### src/rtl/gapbm_pkg.sv
// Shared types and constants for the gate-array port and bank mapper.
// Holds the access kinds, port function codes, result word layout and bank table.
// No dependencies.
`default_nettype none

package gapbm_pkg;

    // Access kinds carried in s_tuser
    localparam logic [1:0] KIND_PORT_WR = 2'd0;
    localparam logic [1:0] KIND_MEM_RD  = 2'd1;
    localparam logic [1:0] KIND_MEM_WR  = 2'd2;

    // Function codes in data bits 7-6 of a port write
    localparam logic [1:0] FUNC_PEN_SEL  = 2'd0;
    localparam logic [1:0] FUNC_PEN_COL  = 2'd1;
    localparam logic [1:0] FUNC_MODE_ROM = 2'd2;
    localparam logic [1:0] FUNC_RAM_CFG  = 2'd3;

    // Pens 0..PEN_COUNT-1 are palette entries; higher selections address the border
    localparam int unsigned PEN_COUNT = 16;
    localparam int unsigned PEN_W     = 5;

    localparam logic [1:0] QTR_LOWER = 2'd0;
    localparam logic [1:0] QTR_UPPER = 2'd3;

    typedef struct packed {
        logic [4:0]  border_color;
        logic [1:0]  screen_mode;
        logic [7:0]  write_data;
        logic        write_enable;
        logic [13:0] offset;
        logic [2:0]  ram_block;
        logic        rom_choice;
        logic        to_rom;
    } result_t;

    localparam int unsigned RESULT_W = $bits(result_t);

    // Physical 16K block for a bank table and an address quarter
    function automatic logic [2:0] bank_block(input logic [2:0] cfg, input logic [1:0] qtr);
        logic [2:0] blk;
        blk = {1'b0, qtr};
        unique case (cfg)
            3'd0: blk = {1'b0, qtr};
            3'd1: blk = (qtr == 2'd3) ? 3'd7 : {1'b0, qtr};
            3'd2: blk = {1'b1, qtr};
            3'd3: begin
                unique case (qtr)
                    2'd0:    blk = 3'd0;
                    2'd1:    blk = 3'd3;
                    2'd2:    blk = 3'd2;
                    default: blk = 3'd7;
                endcase
            end
            // Tables 4 to 7 swap their own block into the second quarter
            default: blk = (qtr == 2'd1) ? cfg : {1'b0, qtr};
        endcase
        return blk;
    endfunction

endpackage

`default_nettype wire

### src/rtl/gate_array_port_and_bank_map_top.sv
// Top level of the gate-array port decoder and memory bank mapper.
// Depends on gapbm_pkg for the word layout, codes and bank table.
// Single module: decode, state update and result register with a skid stage.
`default_nettype none

// One word in, one word out. Each input word is either a port write or a CPU
// memory read/write, selected by s_tuser. Port writes update the pen select,
// border colour, screen mode, ROM visibility and RAM bank table in the cycle
// they are accepted, so the very next word already sees the new mapping.
// Memory words are mapped to the lower ROM, the upper ROM or one of eight
// physical 16K RAM blocks plus a 14-bit offset. Every word yields exactly one
// result word, which also reports the current screen mode and border colour.
// Throughput is one word per clock while the output is not stalled; each
// result is registered. The limit is the single decode stage feeding the
// result register; a one-deep skid register keeps s_tready high while one
// finished word waits on m_tready. Palette colour writes are decoded but the
// palette is not exported, so only the border part of a colour write is kept.
module gate_array_port_and_bank_map_top (
    input  wire logic        aclk,
    input  wire logic        aresetn,
    input  wire logic        s_tvalid,
    output logic             s_tready,
    // [15:0] port, [23:16] data, [39:24] address
    input  wire logic [39:0] s_tdata,
    // [1:0] kind
    input  wire logic [1:0]  s_tuser,
    output logic             m_tvalid,
    input  wire logic        m_tready,
    // [0] to_rom, [1] rom_choice, [4:2] ram_block, [18:5] offset,
    // [19] write_enable, [27:20] write_data, [29:28] screen_mode,
    // [34:30] border_color, [39:35] zero
    output logic [39:0]      m_tdata
);

    logic [1:0]  kind;
    logic [15:0] port;
    logic [7:0]  data;
    logic [15:0] address;
    logic [1:0]  func;
    logic [1:0]  qtr;
    logic        accept;
    logic        ga_sel;

    // Mapper state
    logic [gapbm_pkg::PEN_W-1:0] pen_sel_reg,   pen_sel_next;
    logic [4:0]                  border_reg,    border_next;
    logic [1:0]                  mode_reg,      mode_next;
    logic [2:0]                  bank_cfg_reg,  bank_cfg_next;
    logic                        lrom_on_reg,   lrom_on_next;
    logic                        urom_on_reg,   urom_on_next;

    // Output register and skid stage
    gapbm_pkg::result_t res_new;
    gapbm_pkg::result_t out_reg;
    gapbm_pkg::result_t skid_reg;
    logic               out_valid_reg;
    logic               skid_valid_reg;

    assign port    = s_tdata[15:0];
    assign data    = s_tdata[23:16];
    assign address = s_tdata[39:24];
    assign kind    = s_tuser;
    assign func    = data[7:6];
    assign qtr     = address[15:14];
    assign ga_sel  = !port[15] && port[14];

    assign s_tready = !skid_valid_reg;
    assign accept   = s_tvalid && s_tready;

    // Port decode: next state for an accepted port write
    always_comb begin
        pen_sel_next  = pen_sel_reg;
        border_next   = border_reg;
        mode_next     = mode_reg;
        bank_cfg_next = bank_cfg_reg;
        lrom_on_next  = lrom_on_reg;
        urom_on_next  = urom_on_reg;
        if (kind == gapbm_pkg::KIND_PORT_WR) begin
            if (ga_sel) begin
                unique case (func)
                    gapbm_pkg::FUNC_PEN_SEL: pen_sel_next = data[4:0];
                    gapbm_pkg::FUNC_PEN_COL: begin
                        // Selections past the palette address the border
                        if (pen_sel_reg >= gapbm_pkg::PEN_W'(gapbm_pkg::PEN_COUNT)) begin
                            border_next = data[4:0];
                        end
                    end
                    gapbm_pkg::FUNC_MODE_ROM: begin
                        mode_next    = data[1:0];
                        lrom_on_next = !data[2];
                        urom_on_next = !data[3];
                    end
                    default: ;
                endcase
            end
            if (!port[15] && func == gapbm_pkg::FUNC_RAM_CFG) begin
                bank_cfg_next = data[2:0];
            end
        end
    end

    // Memory map: result word for this input word
    always_comb begin
        res_new              = '0;
        res_new.screen_mode  = mode_next;
        res_new.border_color = border_next;
        if (kind == gapbm_pkg::KIND_MEM_RD || kind == gapbm_pkg::KIND_MEM_WR) begin
            res_new.offset = address[13:0];
            if (kind == gapbm_pkg::KIND_MEM_RD && qtr == gapbm_pkg::QTR_LOWER && lrom_on_reg) begin
                res_new.to_rom = 1'b1;
            end else if (kind == gapbm_pkg::KIND_MEM_RD && qtr == gapbm_pkg::QTR_UPPER
                         && urom_on_reg) begin
                res_new.to_rom     = 1'b1;
                res_new.rom_choice = 1'b1;
            end else begin
                res_new.ram_block = gapbm_pkg::bank_block(bank_cfg_reg, qtr);
            end
            if (kind == gapbm_pkg::KIND_MEM_WR) begin
                res_new.write_enable = 1'b1;
                res_new.write_data   = data;
            end
        end
    end

    // Advance state on every accepted word
    always_ff @(posedge aclk) begin
        if (!aresetn) begin
            pen_sel_reg  <= '0;
            border_reg   <= '0;
            mode_reg     <= 2'd1;
            bank_cfg_reg <= '0;
            lrom_on_reg  <= 1'b1;
            urom_on_reg  <= 1'b0;
        end else if (accept) begin
            pen_sel_reg  <= pen_sel_next;
            border_reg   <= border_next;
            mode_reg     <= mode_next;
            bank_cfg_reg <= bank_cfg_next;
            lrom_on_reg  <= lrom_on_next;
            urom_on_reg  <= urom_on_next;
        end
    end

    // Output register with skid: drain skid first, hold while stalled
    always_ff @(posedge aclk) begin
        if (!aresetn) begin
            out_valid_reg  <= 1'b0;
            skid_valid_reg <= 1'b0;
        end else if (!out_valid_reg || m_tready) begin
            if (skid_valid_reg) begin
                out_valid_reg  <= 1'b1;
                skid_valid_reg <= 1'b0;
            end else begin
                out_valid_reg <= accept;
            end
        end else if (accept) begin
            skid_valid_reg <= 1'b1;
        end
    end

    always_ff @(posedge aclk) begin
        if (!out_valid_reg || m_tready) begin
            if (skid_valid_reg) begin
                out_reg <= skid_reg;
            end else if (accept) begin
                out_reg <= res_new;
            end
        end else if (accept) begin
            skid_reg <= res_new;
        end
    end

    assign m_tvalid = out_valid_reg;
    assign m_tdata  = {{(40 - gapbm_pkg::RESULT_W){1'b0}}, out_reg};

endmodule

`default_nettype wire
### config.mk
export PLATFORM = sky130hd
export DESIGN_NAME = gate_array_port_and_bank_map_top
export DESIGN_NICKNAME = d
export VERILOG_FILES = /design/src/rtl/gapbm_pkg.sv /design/src/rtl/gate_array_port_and_bank_map_top.sv
export SDC_FILE = /design/constraint.sdc
export NUM_CORES = 1
export LEC_CHECK = 0
export BUFFER_PORTS_ARGS = -buffer_cell sky130_fd_sc_hd__buf_4
export CAP_MARGIN = 20
export CORE_MARGIN = 2
export CORE_UTILIZATION = 53
export CTS_CLUSTER_SIZE = 24
export DETAILED_ROUTE_END_ITERATION = 12
export PLACE_DENSITY_LB_ADDON = 0.08
export SYNTH_ARGS = -nofsm -noshare
export SYNTH_HDL_FRONTEND = slang
export SYNTH_SLANG_ARGS = --single-unit
### constraint.sdc
create_clock -name aclk -period 3.4 [get_ports aclk]
set_input_delay 0.17 -clock aclk [delete_from_list [all_inputs] [get_ports aclk]]
set_output_delay 0.17 -clock aclk [all_outputs]
set_load 0.01 [all_outputs]
; ---- Word-level counts from Yosys, hierarchy flattened
; Cells that the tools add are included.
[totals]
ff_bits = 89
inputBits = 46
[op_classes]
bitwise = 2
n_eq_ne = 11
muxes = 20
reduce_logical = 25
order_cmp = 1
[op_table]
columns = operator, count
row1 = $mux 35, 2
row2 = $mux 28, 1
row3 = $mux 5, 4
row4 = $pmux 3 s4, 1
row5 = $eq 2x2->1 const B, 5
row6 = $mux 3, 3
row7 = $mux 9, 1
row8 = $pmux 3 s3, 1
row9 = $mux 2, 4
row10 = $reduce_and 4->1, 2
row11 = $logic_and 1x1->1, 7
row12 = $eq 2x1->1 const B, 3
row13 = $eq 3x2->1 const B, 2
row14 = $logic_not 2->1, 3
row15 = $ge 5x5->1 const B, 1
row16 = $logic_not 1->1, 5
row17 = $mux 4, 1
row18 = $reduce_and 2->1, 2
row19 = $eq 3x1->1 const B, 1
row20 = $logic_not 3->1, 1
row21 = $reduce_and 3->1, 1
row22 = $logic_or 1x1->1, 2
row23 = $mux 1, 2
row24 = $not 1->1, 2
row25 = 2 further kinds, 2

; ---- Logic depth before layout (Yosys ltp)
[depth]
ltp_word = 8
mapped_depth = 5

; ---- Worst setup path before layout
; Ideal clock, no wire load.
[synth_timing]
path_kind = flip-flop to flip-flop
startpoint = register skid_valid_reg
endpoint = register skid_reg[0] (netlist name) (enable)
slack_ns = 0.852
period_less_slack_ns = 2.548
path_stages_with_launch = 4
arrival_ns = 2.121
cell_sequence = dfxtp_1 buf_2 nand2b_1 nor2_1
[synth_via]
elab_chain_cells = 3
[synth_rtl]
columns = item, line_no
row1 = from (decl), gate_array_port_and_bank_map_top.sv:57  ; logic skid_valid_reg;
row2 = from (signal assigned), gate_array_port_and_bank_map_top.sv:148  ; skid_valid_reg <= 1'b0;
row3 = from (signal assigned), gate_array_port_and_bank_map_top.sv:152  ; skid_valid_reg <= 1'b0;
row4 = from (signal assigned), gate_array_port_and_bank_map_top.sv:157  ; skid_valid_reg <= 1'b1;
row5 = $logic_not 1->1, gate_array_port_and_bank_map_top.sv:67  ; assign s_tready = !skid_valid_reg;
row6 = $logic_and 1x1->1, gate_array_port_and_bank_map_top.sv:68  ; assign accept = s_tvalid && s_tready;
row7 = $reduce_and 2->1 (no source line), -
row8 = to (signal assigned), gate_array_port_and_bank_map_top.sv:169  ; skid_reg <= res_new;
row9 = to (decl), gate_array_port_and_bank_map_top.sv:55  ; gapbm_pkg::result_t skid_reg;
; No other way between the ends.
; A chain may end at the register's enable or synchronous reset.

; ---- Worst setup path in the final report
[layout_timing]
startpoint = register skid_valid_reg
endpoint = register skid_reg[16] (netlist name) (enable)
; Same word-level chain as after synthesis.

==> reports/metrics.cfg <==
[run_status]
run_status = finished, final reports clean

[global_routing]
track_usage_pct = 18.8
antenna_found_initial = 0
grt_pass1_wl_um = 10600
gr-total-overflow = 0
grt_max_degree = 37
grt_pass1_vias = 2091

[yosys]
ys_warn_count = 0
syn_inst = 269
yosysSeqAreaShare_pct = 65.6
synth_cell_types = 42
ys_seq_elements = 85
syn_area_mm2 = 0.00366
syn_area_per_cell_um2 = 13.6

[setup_path]
crit_path_start_kind = flop
required_ps = 3460
arrival_ps = 2100
worstRegToRegCells = 3
cp_max_fo = 25
cp-end-kind = flop
critPathKind = flop to flop

[sta]
fin_tns_setup_ps = 0
slew_viol_final = 0
relSlewSlack_pct = 48.6
finalSetupViolations = 0
rsz0062_at_grt = no
period_needed_ps = 2030
timing.fmax_mhz = 492
finalClockSkew_ps = 6.02
worst_pin_slew_ps = 769
hold_viol = 0
fin_crit_sh_pct = 59.8
setup_slack_ps = 1370

[layout]
syn_to_final_growth_pct = 20.4
final_cells = 427
final_nets = 391
drive_gt1_share_pct = 35.4
antenna_cells = 0

[route]
firstDrtPassIters = 4
drc = 0
vias_per_cell = 5.37
wl_met3_um = 325
top_layer = met4
detail_route.iter0.violations = 88
wirelength_um = 6740
wl_met1_um = 3120
wl_met2_um = 3230
ant_nets = 0
vias = 2294
wl_per_cell_um = 15.8

[placement]
hpwl_um = 4570
dp_cells = 411
gp_congestion = 0.808
pre_cts_ws_ps = 1350
io_buffers = 68

[floorplan]
initial_core_util_pct = 54.2
die_area_mm2 = 0.00759
core_mm2 = 0.00676
fp.dieW_um = 87.1
pin_count = 88
die_y_um = 87.1
rows = 30

[power_and_ir_drop]
ir_drop_v = 0.000264
power_density_mw_per_mm2 = 455
p_leak_nw = 1.73
total_power_w = 0.00201

[clocking]
clock_latency_ps = 340
cts_resized = 0
htree_levels = 3
cts_inserted_buffers = 9
cts.path.max_buffers = 2
cts_tree = done
clock_sinks = 85
cts_setup_buffers = 0
clkTransAtPathRegs_ps = 80
hold_buffers = 0
clockRootBuffer = clkbuf_8

[min_path]
holdCritPathClass = input port to flop
min_path_cells = 2

[job]
max_cap_viol_count = 0

[layout by cell type, fill, tap and decap left out, types with 7 or more instances in the layout]
cell | Yosys | routed
clkbuf_8 | 0 | 9
o21ai_0 | 9 | 9
and2_1 | 21 | 21
nor2_1 | 14 | 13
a21oi_1 | 7 | 7
edfxtp_1 | 70 | 70
mux2_2 | 25 | 25
nand2_1 | 23 | 23
dfxtp_1 | 15 | 15
a31oi_1 | 7 | 7
nand3_1 | 11 | 11
buf_4 | 6 | 71
mux2i_1 | 7 | 7
[layer usage]
metal	track usage [%]	up-vias
met5	0	-
met4	6.43	0
met3	5.12	6
met2	28.6	61
met1	26.2	1093
li1	-	1134
[metrics by stage]
step	util (%)	cell area, µm²	hold slack [ps]
floorplan	-	3680	267
CTS	65.3	4410	41.5
finish	65.3	4410	52.3
detailed placement	62.8	4240	408
global placement	62.8	4240	410
global route	65.3	4410	51.6
[area by class of cell]
type,instances,area [µm²]
flip-flops and latches,85,2400
fillers,560,2340
multi-input cells,170,1190
repair buffers,71,533
clock buffers,10,128
well taps,80,100
clock inverters,6,40.0
inverters,5,18.8
[final timing paths]
kind	endpoint	startpoint	slack (ps)
setup / recovery	skid_reg[16]$_DFFE_PP_	skid_valid_reg$_SDFFE_PP0P_	1370
hold / removal	urom_on_reg$_SDFFE_PN0P_	s_tdata[19]	50
setup reg to reg	skid_reg[16]$_DFFE_PP_	skid_valid_reg$_SDFFE_PP0P_	1370
hold reg to reg	mode_reg[1]$_SDFFE_PN0P_	mode_reg[1]$_SDFFE_PN0P_	460
[Yosys cell counts]
master | count | share of area, %
nand4bb_1 | 1 | 0.31
o21ai_0 | 9 | 1.2
and2_1 | 21 | 3.6
a211oi_1 | 2 | 0.41
nand4_1 | 1 | 0.17
and2_2 | 1 | 0.20
nand3b_1 | 2 | 0.41
and3_1 | 2 | 0.34
o31ai_1 | 4 | 0.82
nor3_1 | 1 | 0.14
ha_1 | 3 | 1.0
or2_1 | 1 | 0.17
and4bb_4 | 1 | 0.44
edfxtp_1 | 70 | 57
buf_2 | 3 | 0.41
nand2b_1 | 5 | 0.85
conb_1 | 1 | 0.10
buf_4 | 6 | 1.2
inv_2 | 1 | 0.10
nand3_1 | 11 | 1.5
and3b_2 | 2 | 0.55
inv_1 | 4 | 0.41
dfxtp_1 | 15 | 8.2
a21oi_1 | 7 | 0.96
nand2_1 | 23 | 2.4
o31a_1 | 1 | 0.24
a31oi_1 | 7 | 1.2
and3_4 | 1 | 0.31
a21bo_2 | 1 | 0.27
nand3b_2 | 2 | 0.61
or2_2 | 1 | 0.17
o211ai_1 | 1 | 0.20
and4b_1 | 1 | 0.27
clkbuf_1 | 3 | 0.31
o21a_1 | 1 | 0.20
nor2_1 | 14 | 1.4
mux2_2 | 25 | 7.7
and3b_1 | 3 | 0.72
nor4_1 | 1 | 0.17
nor3_4 | 2 | 0.89
mux2i_1 | 7 | 1.9
buf_1 | 1 | 0.10
[critical path: stages (launching register included)]
cell,delay (ps)
dfxtp_1,500
nand2b_1,330
nor2_4,620
buf_4,280
[cells by family (layout without fill, tap and decap cells)]
kind of cell	Yosys count	count (layout)	synth area share, %
simple gates	97	97	15.6
flops	85	85	65.6
compound gates	33	33	5.53
mux	32	32	9.60
buf+inv	18	92	2.56
fa+ha+maj	3	3	1.02
other cells	1	5	0.102
[report_power, final]
group          total, W  switching, W  internal (W)
sequential      0.00119     0.0000128       0.00118
combinational  0.000206      0.000107     0.0000989
clock          0.000613      0.000350      0.000263
(Power assumes the default switching activity.)
